--- src/rtl/rrts_pkg.sv ---
// ----------------------------------------------------------------------------
// Round-robin task scheduler package
// Shared constants, opcodes and beat layouts of the task scheduler.
// ----------------------------------------------------------------------------
package rrts_pkg;

    localparam int TASK_COUNT = 8;
    localparam int IDX_W      = $clog2(TASK_COUNT);

    localparam int OPCODE_W   = 2;
    localparam int TASK_W     = 3;
    localparam int WORD_W     = 32;

    localparam int S_FIELDS_W = WORD_W + WORD_W + TASK_W;
    localparam int S_TDATA_W  = ((S_FIELDS_W + 7) / 8) * 8;
    localparam int S_PAD_W    = S_TDATA_W - S_FIELDS_W;

    localparam int M_FIELDS_W = TASK_W + WORD_W + 1 + WORD_W;
    localparam int M_TDATA_W  = ((M_FIELDS_W + 7) / 8) * 8;
    localparam int M_PAD_W    = M_TDATA_W - M_FIELDS_W;

    typedef enum logic [OPCODE_W-1:0] {
        OP_TICK   = 2'd0,
        OP_DELAY  = 2'd1,
        OP_SWITCH = 2'd2,
        OP_LOAD   = 2'd3
    } opcode_t;

endpackage

--- src/rtl/round_robin_task_scheduler.sv ---
// ----------------------------------------------------------------------------
// Round-robin task scheduler
// Tick counter, delay blocking, per-task stack pointers and round-robin selection of the next task.
// ----------------------------------------------------------------------------
// Every input beat gives exactly one output beat. A delay or load beat goes
// from the idle state to the finish state, which writes the output register.
// A tick beat passes through the tick state and a switch beat through the
// switch state before the finish state, because one wake-time comparator and
// one readiness test walk the task table one entry per cycle. The finish state
// waits while the output register holds a beat not yet taken, then writes the
// result and returns to the idle state. The block is not ready while a beat is
// in progress, but a finished result waits in the output register while the
// next beat is taken.
module round_robin_task_scheduler (
    input  logic                           clk,
    input  logic                           rst_n,
    input  logic                           s_axis_tvalid,
    output logic                           s_axis_tready,
    // delay_ticks, stack_pointer_in, task_index, zero padding
    input  logic [rrts_pkg::S_TDATA_W-1:0] s_axis_tdata,
    // opcode
    input  logic [rrts_pkg::OPCODE_W-1:0]  s_axis_tuser,
    output logic                           m_axis_tvalid,
    input  logic                           m_axis_tready,
    // running_task, stack_pointer_out, switch_requested, tick_now, zero padding
    output logic [rrts_pkg::M_TDATA_W-1:0] m_axis_tdata
);

    localparam int IDX_W = rrts_pkg::IDX_W;
    localparam int NTASK = rrts_pkg::TASK_COUNT;
    localparam int WW    = rrts_pkg::WORD_W;
    localparam logic [IDX_W-1:0] LAST_IDX = IDX_W'(NTASK - 1);

    typedef enum logic [1:0] {
        ST_IDLE,
        ST_TICK,
        ST_SWITCH,
        ST_FINISH
    } state_t;

    state_t                    state_reg, state_next;
    logic [IDX_W-1:0]          cur_reg, cur_next;
    logic [WW-1:0]             tick_reg, tick_next;
    logic [NTASK-1:0]          blocked_reg, blocked_next;
    logic [IDX_W-1:0]          walk_idx_reg, walk_idx_next;
    logic [IDX_W-1:0]          walk_cnt_reg, walk_cnt_next;
    logic                      req_reg, req_next;
    logic                      out_valid_reg, out_valid_next;

    logic [WW-1:0]             sp_reg   [NTASK];
    logic [WW-1:0]             sp_next  [NTASK];
    logic [WW-1:0]             wake_reg [NTASK];
    logic [WW-1:0]             wake_next[NTASK];

    logic [rrts_pkg::TASK_W-1:0] out_task_reg, out_task_next;
    logic [WW-1:0]             out_sp_reg, out_sp_next;
    logic                      out_req_reg, out_req_next;
    logic [WW-1:0]             out_tick_reg, out_tick_next;

    rrts_pkg::opcode_t         in_op;
    logic [WW-1:0]             in_delay;
    logic [WW-1:0]             in_sp;
    logic [rrts_pkg::TASK_W-1:0] in_task;
    logic [IDX_W-1:0]          cur_succ;
    logic [IDX_W-1:0]          walk_succ;

    assign in_op    = rrts_pkg::opcode_t'(s_axis_tuser);
    assign in_delay = s_axis_tdata[WW-1:0];
    assign in_sp    = s_axis_tdata[2*WW-1:WW];
    assign in_task  = s_axis_tdata[2*WW+rrts_pkg::TASK_W-1:2*WW];

    assign cur_succ  = (cur_reg == LAST_IDX) ? '0 : cur_reg + IDX_W'(1);
    assign walk_succ = (walk_idx_reg == LAST_IDX) ? '0 : walk_idx_reg + IDX_W'(1);

    assign s_axis_tready = (state_reg == ST_IDLE);
    assign m_axis_tvalid = out_valid_reg;
    assign m_axis_tdata  = {{rrts_pkg::M_PAD_W{1'b0}}, out_tick_reg, out_req_reg,
                            out_sp_reg, out_task_reg};

    always_comb
    begin
        state_next     = state_reg;
        cur_next       = cur_reg;
        tick_next      = tick_reg;
        blocked_next   = blocked_reg;
        walk_idx_next  = walk_idx_reg;
        walk_cnt_next  = walk_cnt_reg;
        req_next       = req_reg;
        out_valid_next = out_valid_reg;
        sp_next        = sp_reg;
        wake_next      = wake_reg;
        out_task_next  = out_task_reg;
        out_sp_next    = out_sp_reg;
        out_req_next   = out_req_reg;
        out_tick_next  = out_tick_reg;

        if (out_valid_reg && m_axis_tready)
        begin
            out_valid_next = 1'b0;
        end

        case (state_reg)
            ST_IDLE:
            begin
                if (s_axis_tvalid)
                begin
                    case (in_op)
                        rrts_pkg::OP_TICK:
                        begin
                            tick_next     = tick_reg + WW'(1);
                            req_next      = 1'b1;
                            walk_idx_next = IDX_W'(1);
                            state_next    = ST_TICK;
                        end
                        rrts_pkg::OP_DELAY:
                        begin
                            req_next = 1'b0;
                            if (cur_reg != '0)
                            begin
                                wake_next[cur_reg]    = tick_reg + in_delay;
                                blocked_next[cur_reg] = 1'b1;
                                req_next              = 1'b1;
                            end
                            state_next = ST_FINISH;
                        end
                        rrts_pkg::OP_SWITCH:
                        begin
                            sp_next[cur_reg] = in_sp;
                            walk_idx_next    = cur_succ;
                            walk_cnt_next    = '0;
                            req_next         = 1'b0;
                            state_next       = ST_SWITCH;
                        end
                        rrts_pkg::OP_LOAD:
                        begin
                            if (int'(in_task) < NTASK)
                            begin
                                sp_next[IDX_W'(in_task)] = in_sp;
                            end
                            req_next   = 1'b0;
                            state_next = ST_FINISH;
                        end
                        default:
                        begin
                            req_next   = 1'b0;
                            state_next = ST_FINISH;
                        end
                    endcase
                end
            end
            ST_TICK:
            begin
                if (blocked_reg[walk_idx_reg] && (wake_reg[walk_idx_reg] <= tick_reg))
                begin
                    blocked_next[walk_idx_reg] = 1'b0;
                end
                if (walk_idx_reg == LAST_IDX)
                begin
                    state_next = ST_FINISH;
                end
                else
                begin
                    walk_idx_next = walk_succ;
                end
            end
            ST_SWITCH:
            begin
                if ((walk_idx_reg != '0) && !blocked_reg[walk_idx_reg])
                begin
                    cur_next   = walk_idx_reg;
                    state_next = ST_FINISH;
                end
                else if (walk_cnt_reg == LAST_IDX)
                begin
                    cur_next   = '0;
                    state_next = ST_FINISH;
                end
                else
                begin
                    walk_idx_next = walk_succ;
                    walk_cnt_next = walk_cnt_reg + IDX_W'(1);
                end
            end
            ST_FINISH:
            begin
                if (!out_valid_reg || m_axis_tready)
                begin
                    out_valid_next = 1'b1;
                    out_task_next  = rrts_pkg::TASK_W'(cur_reg);
                    out_sp_next    = sp_reg[cur_reg];
                    out_req_next   = req_reg;
                    out_tick_next  = tick_reg;
                    state_next     = ST_IDLE;
                end
            end
            default:
            begin
                state_next = ST_IDLE;
            end
        endcase
    end

    always_ff @(posedge clk or negedge rst_n)
    begin
        if (!rst_n)
        begin
            state_reg     <= ST_IDLE;
            cur_reg       <= IDX_W'(1);
            tick_reg      <= '0;
            blocked_reg   <= '0;
            walk_idx_reg  <= '0;
            walk_cnt_reg  <= '0;
            req_reg       <= 1'b0;
            out_valid_reg <= 1'b0;
        end
        else
        begin
            state_reg     <= state_next;
            cur_reg       <= cur_next;
            tick_reg      <= tick_next;
            blocked_reg   <= blocked_next;
            walk_idx_reg  <= walk_idx_next;
            walk_cnt_reg  <= walk_cnt_next;
            req_reg       <= req_next;
            out_valid_reg <= out_valid_next;
        end
    end

    always_ff @(posedge clk)
    begin
        sp_reg       <= sp_next;
        wake_reg     <= wake_next;
        out_task_reg <= out_task_next;
        out_sp_reg   <= out_sp_next;
        out_req_reg  <= out_req_next;
        out_tick_reg <= out_tick_next;
    end

endmodule

--- config.mk ---
export PLATFORM = sky130hd
export DESIGN_NAME = round_robin_task_scheduler
export DESIGN_NICKNAME = d
export VERILOG_FILES = /design/src/rtl/rrts_pkg.sv /design/src/rtl/round_robin_task_scheduler.sv
export SDC_FILE = /design/constraint.sdc
export NUM_CORES = 1
export LEC_CHECK = 0
export BUFFER_PORTS_ARGS = -buffer_cell sky130_fd_sc_hd__buf_2
export CORE_ASPECT_RATIO = 1.75
export CORE_MARGIN = 3
export CORE_UTILIZATION = 61
export DETAILED_ROUTE_END_ITERATION = 16
export GPL_ROUTABILITY_DRIVEN = 0
export GPL_TIMING_DRIVEN = 0
export PLACE_DENSITY = 0.8
export SLEW_MARGIN = 20
export SYNTH_ARGS = -nofsm -noshare
export SYNTH_HDL_FRONTEND = slang
export SYNTH_SLANG_ARGS = --single-unit
--- constraint.sdc ---
create_clock -name clk -period 5.3 [get_ports clk]
set_clock_uncertainty 0.2 [all_clocks]
set_input_delay 0.53 -clock clk [delete_from_list [all_inputs] [get_ports clk]]
set_output_delay 0.53 -clock clk [all_outputs]
set_load 0.05 [all_outputs]
==> metrics.md, run 1 <==
| Metric | Value |
|---|---|
| Smallest hold slack | `0.04208 ns` |
| DRT Pass-1 Iters | `5` |
| Share of cells above drive strength 1 | `15.38%` |
| Site Rows | `101` |
| Yosys top cell by area | `edfxtp_1` |
| DP Cell Count | `2598` |
| Hold Path End | `m_axis_tvalid` |
| Wirelength per Cell | `27.43 um` |
| R2r endpoint | `blocked_reg[2]` |
| Crit start category | `flop` |
| Boundary pin count | `152` |
| Warnings, synthesis | `0` |
| CP arrival | `5.36 ns` |
| Worst R2R Setup Slack | `0.17 ns` |
| Vias | `17670` |
| Top FF cell, synth | `edfxtp_1` |
| RSZ-0062 raised after global routing | `false` |
| Top post-synthesis cells by area | `edfxtp_1 64%, a22oi_1 7.1%, dfrtp_1 4.8%` |
| Root Driver | `clkbuf_16` |
| Die H | `284.3 um` |
| WHS Path Cells | `3` |
| Minimum clock period | `5.133 ns` |
| Finished Cell Area | `30840 sq um` |
| Initial DRC count | `2001` |
| TritonCTS clock tree | `done` |
| Bufs on Longest Clock Path | `3` |
| DR vias/cell | `6.540` |
| Nets | `2245` |
| H-Tree Depth | `2` |
| Die Width | `165.1 um` |
| Initial antenna violation count | `3` |
| Critical path, cell by cell | `clkbuf_1, and3_1, clkbuf_1, clkbuf_1, a22oi_1, nand4_1, ha_1, nand4_1, nor4_1, a22oi_1, a2111oi_4, a21oi_1` |
| Worst path buffer plus inverter count | `3` |
| Critical-path top delay cell | `clkbuf_1` |
| Worst Path Max Fanout | `10` |
| Slew Limit Fails | `0` |
| Fill count | `2856` |
| Final wirelength | `74.08 mm` |
| Actual slew at the worst max-slew pin | `1.144 ns` |
| PortBufs | `142` |
| Worst r2r src | `walk_idx_reg[2]` |
| Reg clk slew, reported paths | `0.07 ns` |
| Fin. Hold Viols | `0` |
| Area of the multi-input gates | `7836 sq um` |
| Synth cell count leaders | `580 x edfxtp_1, 257 x a22oi_1, 147 x nor2b_1` |
| Syn Inst Count | `1862` |
| Post-synthesis cell area | `27000 sq um` |
| Worst hold path type | `input pin to flop` |
| Max_cap viols | `0` |
| Hold path startpoint | `m_axis_tready` |
| Register area share after synthesis | `69.41%` |
| Vias in the first global route | `17990` |
| Die area | `46930 sq um` |
| Async SR Flop Fraction | `8.373%` |
| Mean area per synthesized cell | `14.50 sq um` |
| Layout area overhead | `14.20%` |
| Critical path's top delay family | `buffers and inverters` |
| Most used cell, CP | `clkbuf_1` |
| Total CTS buffers | `54` |
| Most frequent cell after synthesis | `edfxtp_1` |
| Post-synthesis register bit count | `633` |
| Max Clock Freq | `194.8 MHz` |
| Reg2Reg Depth | `12` |
| Gr usage total | `31.50%` |
| EDFF count, synth | `580` |
| Relative slew slack | `23.74%` |
| Final period utilization | `96.85%` |
| Required @ worst endpoint | `5.53 ns` |
| First-pass GRT wire length | `108.4 mm` |
| Clk_lat worst skew | `0.59 ns` |
| Overflow after GRT | `0` |
| DRT antenna net count | `0` |
| Sink Count | `633` |
| Kind of critical path | `flop to flop` |
| DRC | `0` |
| Setup violations, final | `0` |
| Placed cell areas | `29020 sq um` |
| Sequential Area | `18740 sq um` |
| Max stage delay on crit path | `0.79 ns` |
| Synth cell types | `74` |
| DP HPWL | `49.97 mm` |
| Leakage Power | `10.69 nW` |
| Initial Utilization | `61.94%` |
| Layout Cells excl Fill | `2701` |
| Largest net degree at the start of global routing | `54` |
| Synth top area share | `64.50%` |
| Status | `finished, final reports clean` |
| Post-CTS Setup Inserts | `0` |
| Max IR drop VDD | `476.2 uV` |
| Pwr dens | `479.9 nW/um^2` |
| Core Footprint | `43600 sq um` |
| Crit. End Element | `flop` |
-- metal layers --
metal  GRT usage (%)  vias to the layer above  part of all wire [%]
li1                -                     7618                     -
met1           34.62                     8637                    32
met2           55.18                     1066                    52
met3           4.826                      344                   8.0
met4           21.22                        0                   8.1
met5               0                        -                     0
-- final cells by class --
cell class | count | share of cell area, %
Antenna cell | 3 | 0.02434
Buffer | 91 | 1.254
Clock buffer | 60 | 4.556
Clock inverter | 39 | 1.185
Inverter | 54 | 0.6573
Multi-Input combinational cell | 1087 | 25.41
Sequential cell | 633 | 60.78
Tap cell | 566 | 2.296
Timing Repair Buffer | 168 | 3.834
-- per-stage QoR --
stage	power (mW)	setup TNS, ns	setup WS (ns)	utilization, %
finish	14.80	0	0.1668	70.73
global route	15.29	0	0.02143	70.72
CTS	14.78	0	0.01057	70.68
detailed placement	10.83	-1.318	-0.1867	66.57
global placement	10.65	-386.56	-1.982	65.22
floorplan	9.190	0	0.5605	-
-- logic make-up after synthesis --
group,synth area share [%]
DFF,69.41
other,0.01389
adders and majority gates,3.642
muxes,0.3521
xor gates and xnor gates,1.946
buffers and inverters,2.131
AOI/OAI and AO/OA,11.03
and+or+nand+nor,11.48
-- worst max path at each step --
stage	startpoint	to	cells after the start
after floorplan	cur_reg[0]	wake_reg[0]	7
after global placement	cur_reg[0]	wake_reg[40]	7
after detailed placement	walk_idx_reg[0]	blocked_reg[2]	15
after CTS	walk_idx_reg[2]	blocked_reg[3]	15
after global routing	walk_idx_reg[2]	blocked_reg[3]	15
final	walk_idx_reg[2]	blocked_reg[2]	12
-- repair_timing --
action                     CTS  global route
hold endpoints to repair    52             0
resized for setup            6            15
setup endpoints to repair    8             8
hold buffers                 1             0
pin swaps                    0             1
-- cells in the final DEF (no fill, tap or decap), drive strengths merged, types with 6 or more instances in the layout --
cell type,netlist,routed
nand2,41,41
edfxtp,580,580
nor2,40,40
a21oi,69,69
clkinvlp,0,10
xnor2,54,54
nor3,20,20
ha,77,77
o21ai,23,23
buf,11,178
dfrtp,52,52
and2,133,133
inv,53,56
nand4,74,74
nand3,24,24
a21o,23,23
a22o,11,11
xor2,6,6
nor2b,147,147
nand2b,10,10
and3,13,13
clkbuf,80,140
a22oi,257,257
clkinv,1,22
-- where the power goes --
part | internal (mW) | switching [mW]
registers | 6.05 | 0.157
logic | 1.30 | 3.30
clock network | 2.17 | 1.82
total | 9.52 | 5.28
-- worst reg2reg max path, cell delays in order, from the launching register on --
cell and delay, ns:
dfrtp_1 0.41, clkbuf_1 0.44, and3_1 0.22, clkbuf_1 0.30, clkbuf_1 0.79, a22oi_1 0.20
nand4_1 0.19, ha_1 0.14, nand4_1 0.22, nor4_1 0.75, a22oi_1 0.39, a2111oi_4 0.53
a21oi_1 0.17
No activity file was read; power rests on OpenSTA's default activity.
==> inputs of run 2 (changes only) <==
--- a/config.mk
+++ b/config.mk
@@ -8,11 +8,11 @@
 export BUFFER_PORTS_ARGS = -buffer_cell sky130_fd_sc_hd__buf_2
 export CORE_ASPECT_RATIO = 1.75
 export CORE_MARGIN = 3
-export CORE_UTILIZATION = 61
+export CORE_UTILIZATION = 60
 export DETAILED_ROUTE_END_ITERATION = 16
 export GPL_ROUTABILITY_DRIVEN = 0
 export GPL_TIMING_DRIVEN = 0
-export PLACE_DENSITY = 0.8
+export PLACE_DENSITY = 0.79
 export SLEW_MARGIN = 20
 export SYNTH_ARGS = -nofsm -noshare
 export SYNTH_HDL_FRONTEND = slang
==> run 2 against run 1 <==
Effect of this change:
- power increased by 1.2%
- critical endpoint is now blocked_reg[0]
- largest cell class unchanged
- hold slack got worse by 0.0062 ns
- sequential power about the same
- via count decreased by 0.14%
- clock power increased by 4%
- critical path depth increased by 1
- utilization decreased by 1.1 points
- final cell count increased by 0.26%
- setup slack got worse by 0.080 ns
- final area increased by 0.25%
==> metrics.md, run 2 (same netlist as run 1, synthesis figures left out) <==
| Metric | Value |
|---|---|
| DRT Pass-1 Iters | `5` |
| TritonCTS clock tree | `done` |
| Setup violations, final | `0` |
| Reg clk slew, reported paths | `0.07 ns` |
| Share of cells above drive strength 1 | `15.64%` |
| Boundary pin count | `152` |
| Die H | `286.7 um` |
| DRT antenna net count | `0` |
| Setup ws final | `0.08721 ns` |
| Core Footprint | `44410 sq um` |
| Worst Path Max Fanout | `10` |
| Leakage Power | `10.77 nW` |
| Die Width | `166.4 um` |
| DP Cell Count | `2605` |
| DP HPWL | `50.30 mm` |
| Max stage delay on crit path | `0.76 ns` |
| Finished Core Util | `69.61%` |
| Most frequent cells in the layout | `580 x edfxtp_1, 257 x a22oi_1, 145 x buf_2` |
| DR vias/cell | `6.514` |
| Vias | `17640` |
| Total CTS buffers | `54` |
| Worst path buffer plus inverter count | `3` |
| Initial DRC count | `2133` |
| Kind of critical path | `flop to flop` |
| Most used cell, CP | `clkbuf_1` |
| Crit start category | `flop` |
| Post-CTS Setup Inserts | `0` |
| Required @ worst endpoint | `5.60 ns` |
| Layout area overhead | `14.48%` |
| Critical path, cell by cell | `clkbuf_1, and3_1, clkbuf_1, clkbuf_1, a22oi_1, nand4_1, ha_1, nand4_1, nor4_2, o31ai_1, a22oi_1, a2111oi_4, a21oi_1` |
| Max Clock Freq | `191.8 MHz` |
| Layout Cells excl Fill | `2708` |
| Crit. End Element | `flop` |
| PortBufs | `142` |
| Worst hold path type | `input pin to flop` |
| Nets | `2246` |
| RSZ-0062 raised after global routing | `false` |
| Overflow after GRT | `0` |
| Relative slew slack | `22.47%` |
| Minimum clock period | `5.213 ns` |
| Overall Power | `14.97 mW` |
| H-Tree Depth | `2` |
| Status | `finished, final reports clean` |
| Initial antenna violation count | `1` |
| Pwr dens | `484.3 nW/um^2` |
| Largest net degree at the start of global routing | `54` |
| Clk_lat worst skew | `0.59 ns` |
| Critical-path top delay cell | `a22oi_1` |
| Actual slew at the worst max-slew pin | `1.163 ns` |
| Final wirelength | `74.97 mm` |
| Vias in the first global route | `18260` |
| DRC | `0` |
| Final period utilization | `98.35%` |
| Commonest non-fill, non-tap cell in the layout | `edfxtp_1` |
| Max_cap viols | `0` |
| Finished Cell Area | `30920 sq um` |
| Max IR drop VDD | `387.1 uV` |
| Sink Count | `633` |
| Critical path's top delay family | `compound AO/OA/AOI/OAI gates` |
| Slew Limit Fails | `0` |
| Bufs on Longest Clock Path | `3` |
| Gr usage total | `30.74%` |
| Fin. Hold Viols | `0` |
| Placed cell areas | `29040 sq um` |
| CP arrival | `5.52 ns` |
| First-pass GRT wire length | `109.8 mm` |
| Root Driver | `clkbuf_16` |
| Die area | `47690 sq um` |
| Initial Utilization | `60.80%` |
| Wirelength per Cell | `27.68 um` |
| Site Rows | `102` |
| Pre-CTS setup slack | `-0.2681 ns` |
-- run 2: cell types whose count changed in the layout (fill, tap and decap cells not counted), moves of 2 or more --
| cell | change |
|---|---|
| clkinv_4 | -2 |
| buf_4 | +2 |
| clkinv_1 | -3 |
| clkinvlp_4 | -7 |
| bufinv_16 | +3 |
| diode_2 | -2 |
| clkinv_2 | +6 |
| clkbuf_2 | +4 |
-- run 2: per-stage QoR --
step	hold WS, ns	TNS (ns)
floorplan	0.03441	0
global placement	0.2520	-412.74
detailed placement	0.2589	-2.017
CTS	0.01290	0
global route	0.03471	0
finish	0.03586	0
-- run 2: cell type report --
cell class | instances | area [sq um]
diodes | 1 | 2.502
plain buffers | 91 | 391.6
clock buffers | 64 | 1410
clock inverters | 37 | 420.4
fillers | 2936 | 13500
inverters | 54 | 202.7
multi-input cells | 1087 | 7843
flip-flops and latches | 633 | 18740
well taps | 572 | 715.7
repair buffers | 169 | 1186
-- run 2: what timing repair did --
item	CTS	global route
hold endpoints to repair	52	0
hold buffers	1	0
gates resized for setup	11	14
pin swaps	0	1
endpoints found under the setup margin	8	8
-- run 2: final timing paths --
| path | slack [ns] | endpoint | from | depth (start not counted) |
|---|---|---|---|---|
| min | 0.04 | m_axis_tvalid | m_axis_tready | 3 |
| max reg2reg | 0.09 | blocked_reg[0] | walk_idx_reg[2] | 13 |
| min in group asynchronous | 0.36 | tick_reg[7] | rst_n | 2 |
| max in group asynchronous | 3.96 | walk_cnt_reg[0] | rst_n | 2 |
| max | 0.09 | blocked_reg[0] | walk_idx_reg[2] | 13 |
| min reg2reg | 0.28 | out_req_reg | req_reg | 0 |
-- run 2: routing by layer --
layer	vias up	wire (um)	global-route usage, %
met4	2	5822	20.02
met3	323	5643	4.327
li1	7615	-	-
met2	1067	39290	56.24
met1	8633	24200	33.06
met5	-	10	0
-- run 2: worst register-to-register path: cells and delay by family, from the launching register on --
family	cells	cell delay (ns)
simple gates	4	1.38
buf+inv	3	1.44
compound gates	5	1.49
fa+ha+maj	1	0.19
flops	1	0.42
-- run 2: power breakdown --
| part | internal (mW) | switching [mW] | leakage (nW) |
|---|---|---|---|
| logic | 1.31 | 3.33 | 3.89 |
| clock network | 2.31 | 1.82 | 0.904 |
| registers | 6.05 | 0.156 | 5.98 |
==> inputs of run 3 (changes only) <==
--- a/config.mk
+++ b/config.mk
@@ -6,7 +6,6 @@
 export NUM_CORES = 1
 export LEC_CHECK = 0
 export BUFFER_PORTS_ARGS = -buffer_cell sky130_fd_sc_hd__buf_2
-export CORE_ASPECT_RATIO = 1.75
 export CORE_MARGIN = 3
 export CORE_UTILIZATION = 60
 export DETAILED_ROUTE_END_ITERATION = 16
==> run 3 against run 2 <==
Effect of this change:
- utilization rose by 0.72 points
- via count barely moved
- clock-buffer cell count rose by 11
- critical path depth rose by 2
- sequential share of layout area fell by 0.49 points
- largest power group unchanged
- highest routed layer unchanged
==> metrics.md, run 3 (same netlist as run 1, synthesis figures left out) <==
| Metric | Value |
|---|---|
| Status | `finished, final reports clean` |
| Seq pwr share | `41.1%` |
| DP HPWL | `46.42 mm` |
| Fin. Hold Viols | `0` |
| Bufs on Longest Clock Path | `3` |
| First-pass GRT wire length | `106.8 mm` |
| Logic pwr share | `30.1%` |
| Root Driver | `clkbuf_16` |
| Layout Cells excl Fill | `2746` |
| Relative slew slack | `24.78%` |
| Initial antenna violation count | `8` |
| Total CTS buffers | `61` |
| Initial Utilization | `60.93%` |
| DRC | `0` |
| Sw Pwr | `5.298 mW` |
| Gr usage total | `30.26%` |
| Max Clock Freq | `191.7 MHz` |
| Site Rows | `77` |
| Overflow after GRT | `0` |
| Vias in the first global route | `17830` |
| Worst Path Max Fanout | `10` |
| Boundary pin count | `152` |
| Final wirelength | `71.71 mm` |
| Pint | `9.790 mW` |
| Slew Limit Fails | `0` |
| DP Cell Count | `2625` |
| PortBufs | `142` |
| Worst hold path type | `input pin to flop` |
| Smallest hold slack | `0.04566 ns` |
| Setup violations, final | `0` |
| H-Tree Depth | `2` |
| Leakage Power | `10.82 nW` |
| Largest net degree at the start of global routing | `54` |
| Nets | `2254` |
| Clock network power share | `28.8%` |
| DRT Pass-1 Iters | `5` |
| Kind of critical path | `flop to flop` |
| Met2 capacity usage during global routing | `51.26%` |
| Max_cap viols | `0` |
| M3 GR Usage | `5.159%` |
| Most frequent cells in the layout | `580 x edfxtp_1, 257 x a22oi_1, 145 x buf_2` |
| Minimum clock period | `5.216 ns` |
| DRT antenna net count | `0` |
| Pwr dens | `484.1 nW/um^2` |
| TritonCTS clock tree | `done` |
| Die area | `47590 sq um` |
| Die Width | `218.2 um` |
| CP arrival | `5.47 ns` |
| Required @ worst endpoint | `5.55 ns` |
| Commonest non-fill, non-tap cell in the layout | `edfxtp_1` |
| Die H | `218.2 um` |
| Sink Count | `633` |
| Max IR drop VDD | `405.8 uV` |
| Crit. End Element | `flop` |
| Global Route met1 Usage | `38.55%` |
| Initial DRC count | `2067` |
| DR vias/cell | `6.429` |
| Core Footprint | `44320 sq um` |
| Actual slew at the worst max-slew pin | `1.122 ns` |
| Most Crowded Layer GR | `met2` |
| Reg clk slew, reported paths | `0.07 ns` |
| Post-CTS Setup Inserts | `0` |
| Wirelength per Cell | `26.12 um` |
| Sw Ratio | `35.11%` |
| Vias | `17650` |
| Final period utilization | `98.42%` |
| Clk_lat worst skew | `0.63 ns` |
| Share of cells above drive strength 1 | `15.67%` |
| Crit start category | `flop` |
| Layout area overhead | `15.41%` |
| RSZ-0062 raised after global routing | `false` |
[run 3: critical path: stages (launching register included)]
cell       delay [ns]
dfrtp_1          0.34
buf_2            0.25
inv_2            0.12
nor2_1           0.42
clkbuf_1         0.85
a22oi_1          0.16
nand4_1          0.17
ha_1             0.27
a21o_1           0.17
a21o_1           0.17
a21oi_1          0.23
o41ai_1          0.12
a21oi_1          0.43
a22oi_1          0.30
a2111oi_4        0.67
a21oi_1          0.16
[run 3: per-stage QoR]
step / util (%) / cell area [sq um] / power (mW) / setup WS (ns) / TNS [ns]
global placement: 64.23 / 28470 / 10.57 / -1.826 / -302.47
finish: 70.33 / 31170 / 15.09 / 0.08394 / 0
CTS: 70.29 / 31150 / 15.05 / 0.07855 / 0
global route: 70.32 / 31160 / 15.61 / 0.01160 / 0
detailed placement: 65.65 / 29090 / 10.73 / -0.08173 / -0.3302
floorplan: - / 27020 / 9.190 / 0.5605 / 0
[run 3: what timing repair did]
action | in CTS | in global routing
gates resized for setup | 8 | 12
setup endpoints to repair | 8 | 8
hold buffers | 2 | 0
hold endpoints to repair | 53 | 0
[run 3: worst paths after layout]
kind / startpoint / endpoint / cells after the start / slack [ns]
min in group asynchronous: rst_n / tick_reg[6] / 2 / 0.33
max: walk_idx_reg[0] / blocked_reg[1] / 15 / 0.08
max in group asynchronous: rst_n / tick_reg[27] / 2 / 4.07
max reg2reg: walk_idx_reg[0] / blocked_reg[1] / 15 / 0.08
min reg2reg: req_reg / out_req_reg / 0 / 0.27
min: s_axis_tdata[33] / sp_reg[1] / 2 / 0.05
[run 3: area by class of cell]
| type | instances | area [sq um] |
|---|---|---|
| Fill cell | 2903 | 13150 |
| Buffer | 91 | 385.4 |
| Clock inverter | 40 | 381.6 |
| Inverter | 54 | 202.7 |
| Tap cell | 592 | 740.7 |
| Multi-Input combinational cell | 1087 | 7843 |
| Timing Repair Buffer | 170 | 1229 |
| Antenna cell | 4 | 10.01 |
| Clock buffer | 75 | 1632 |
| Sequential cell | 633 | 18740 |
[run 3: power by group through the flow]
stage	Clock [mW]	Combinational, mW	Sequential (mW)
6_report	4.35	4.54	6.20
5_1_grt	4.57	4.81	6.23
4_1_cts	4.37	4.48	6.20
3_5_place_dp	0	4.43	6.30
3_3_place_gp	0	4.25	6.32
2_1_floorplan	0	2.15	7.04
[run 3: per-layer routing]
metal / share of wire (%) / vias up
met1: 35 / 8616
li1: - / 7637
met4: 4.6 / 8
met3: 11 / 233
met2: 50 / 1159
met5: 0.070 / -
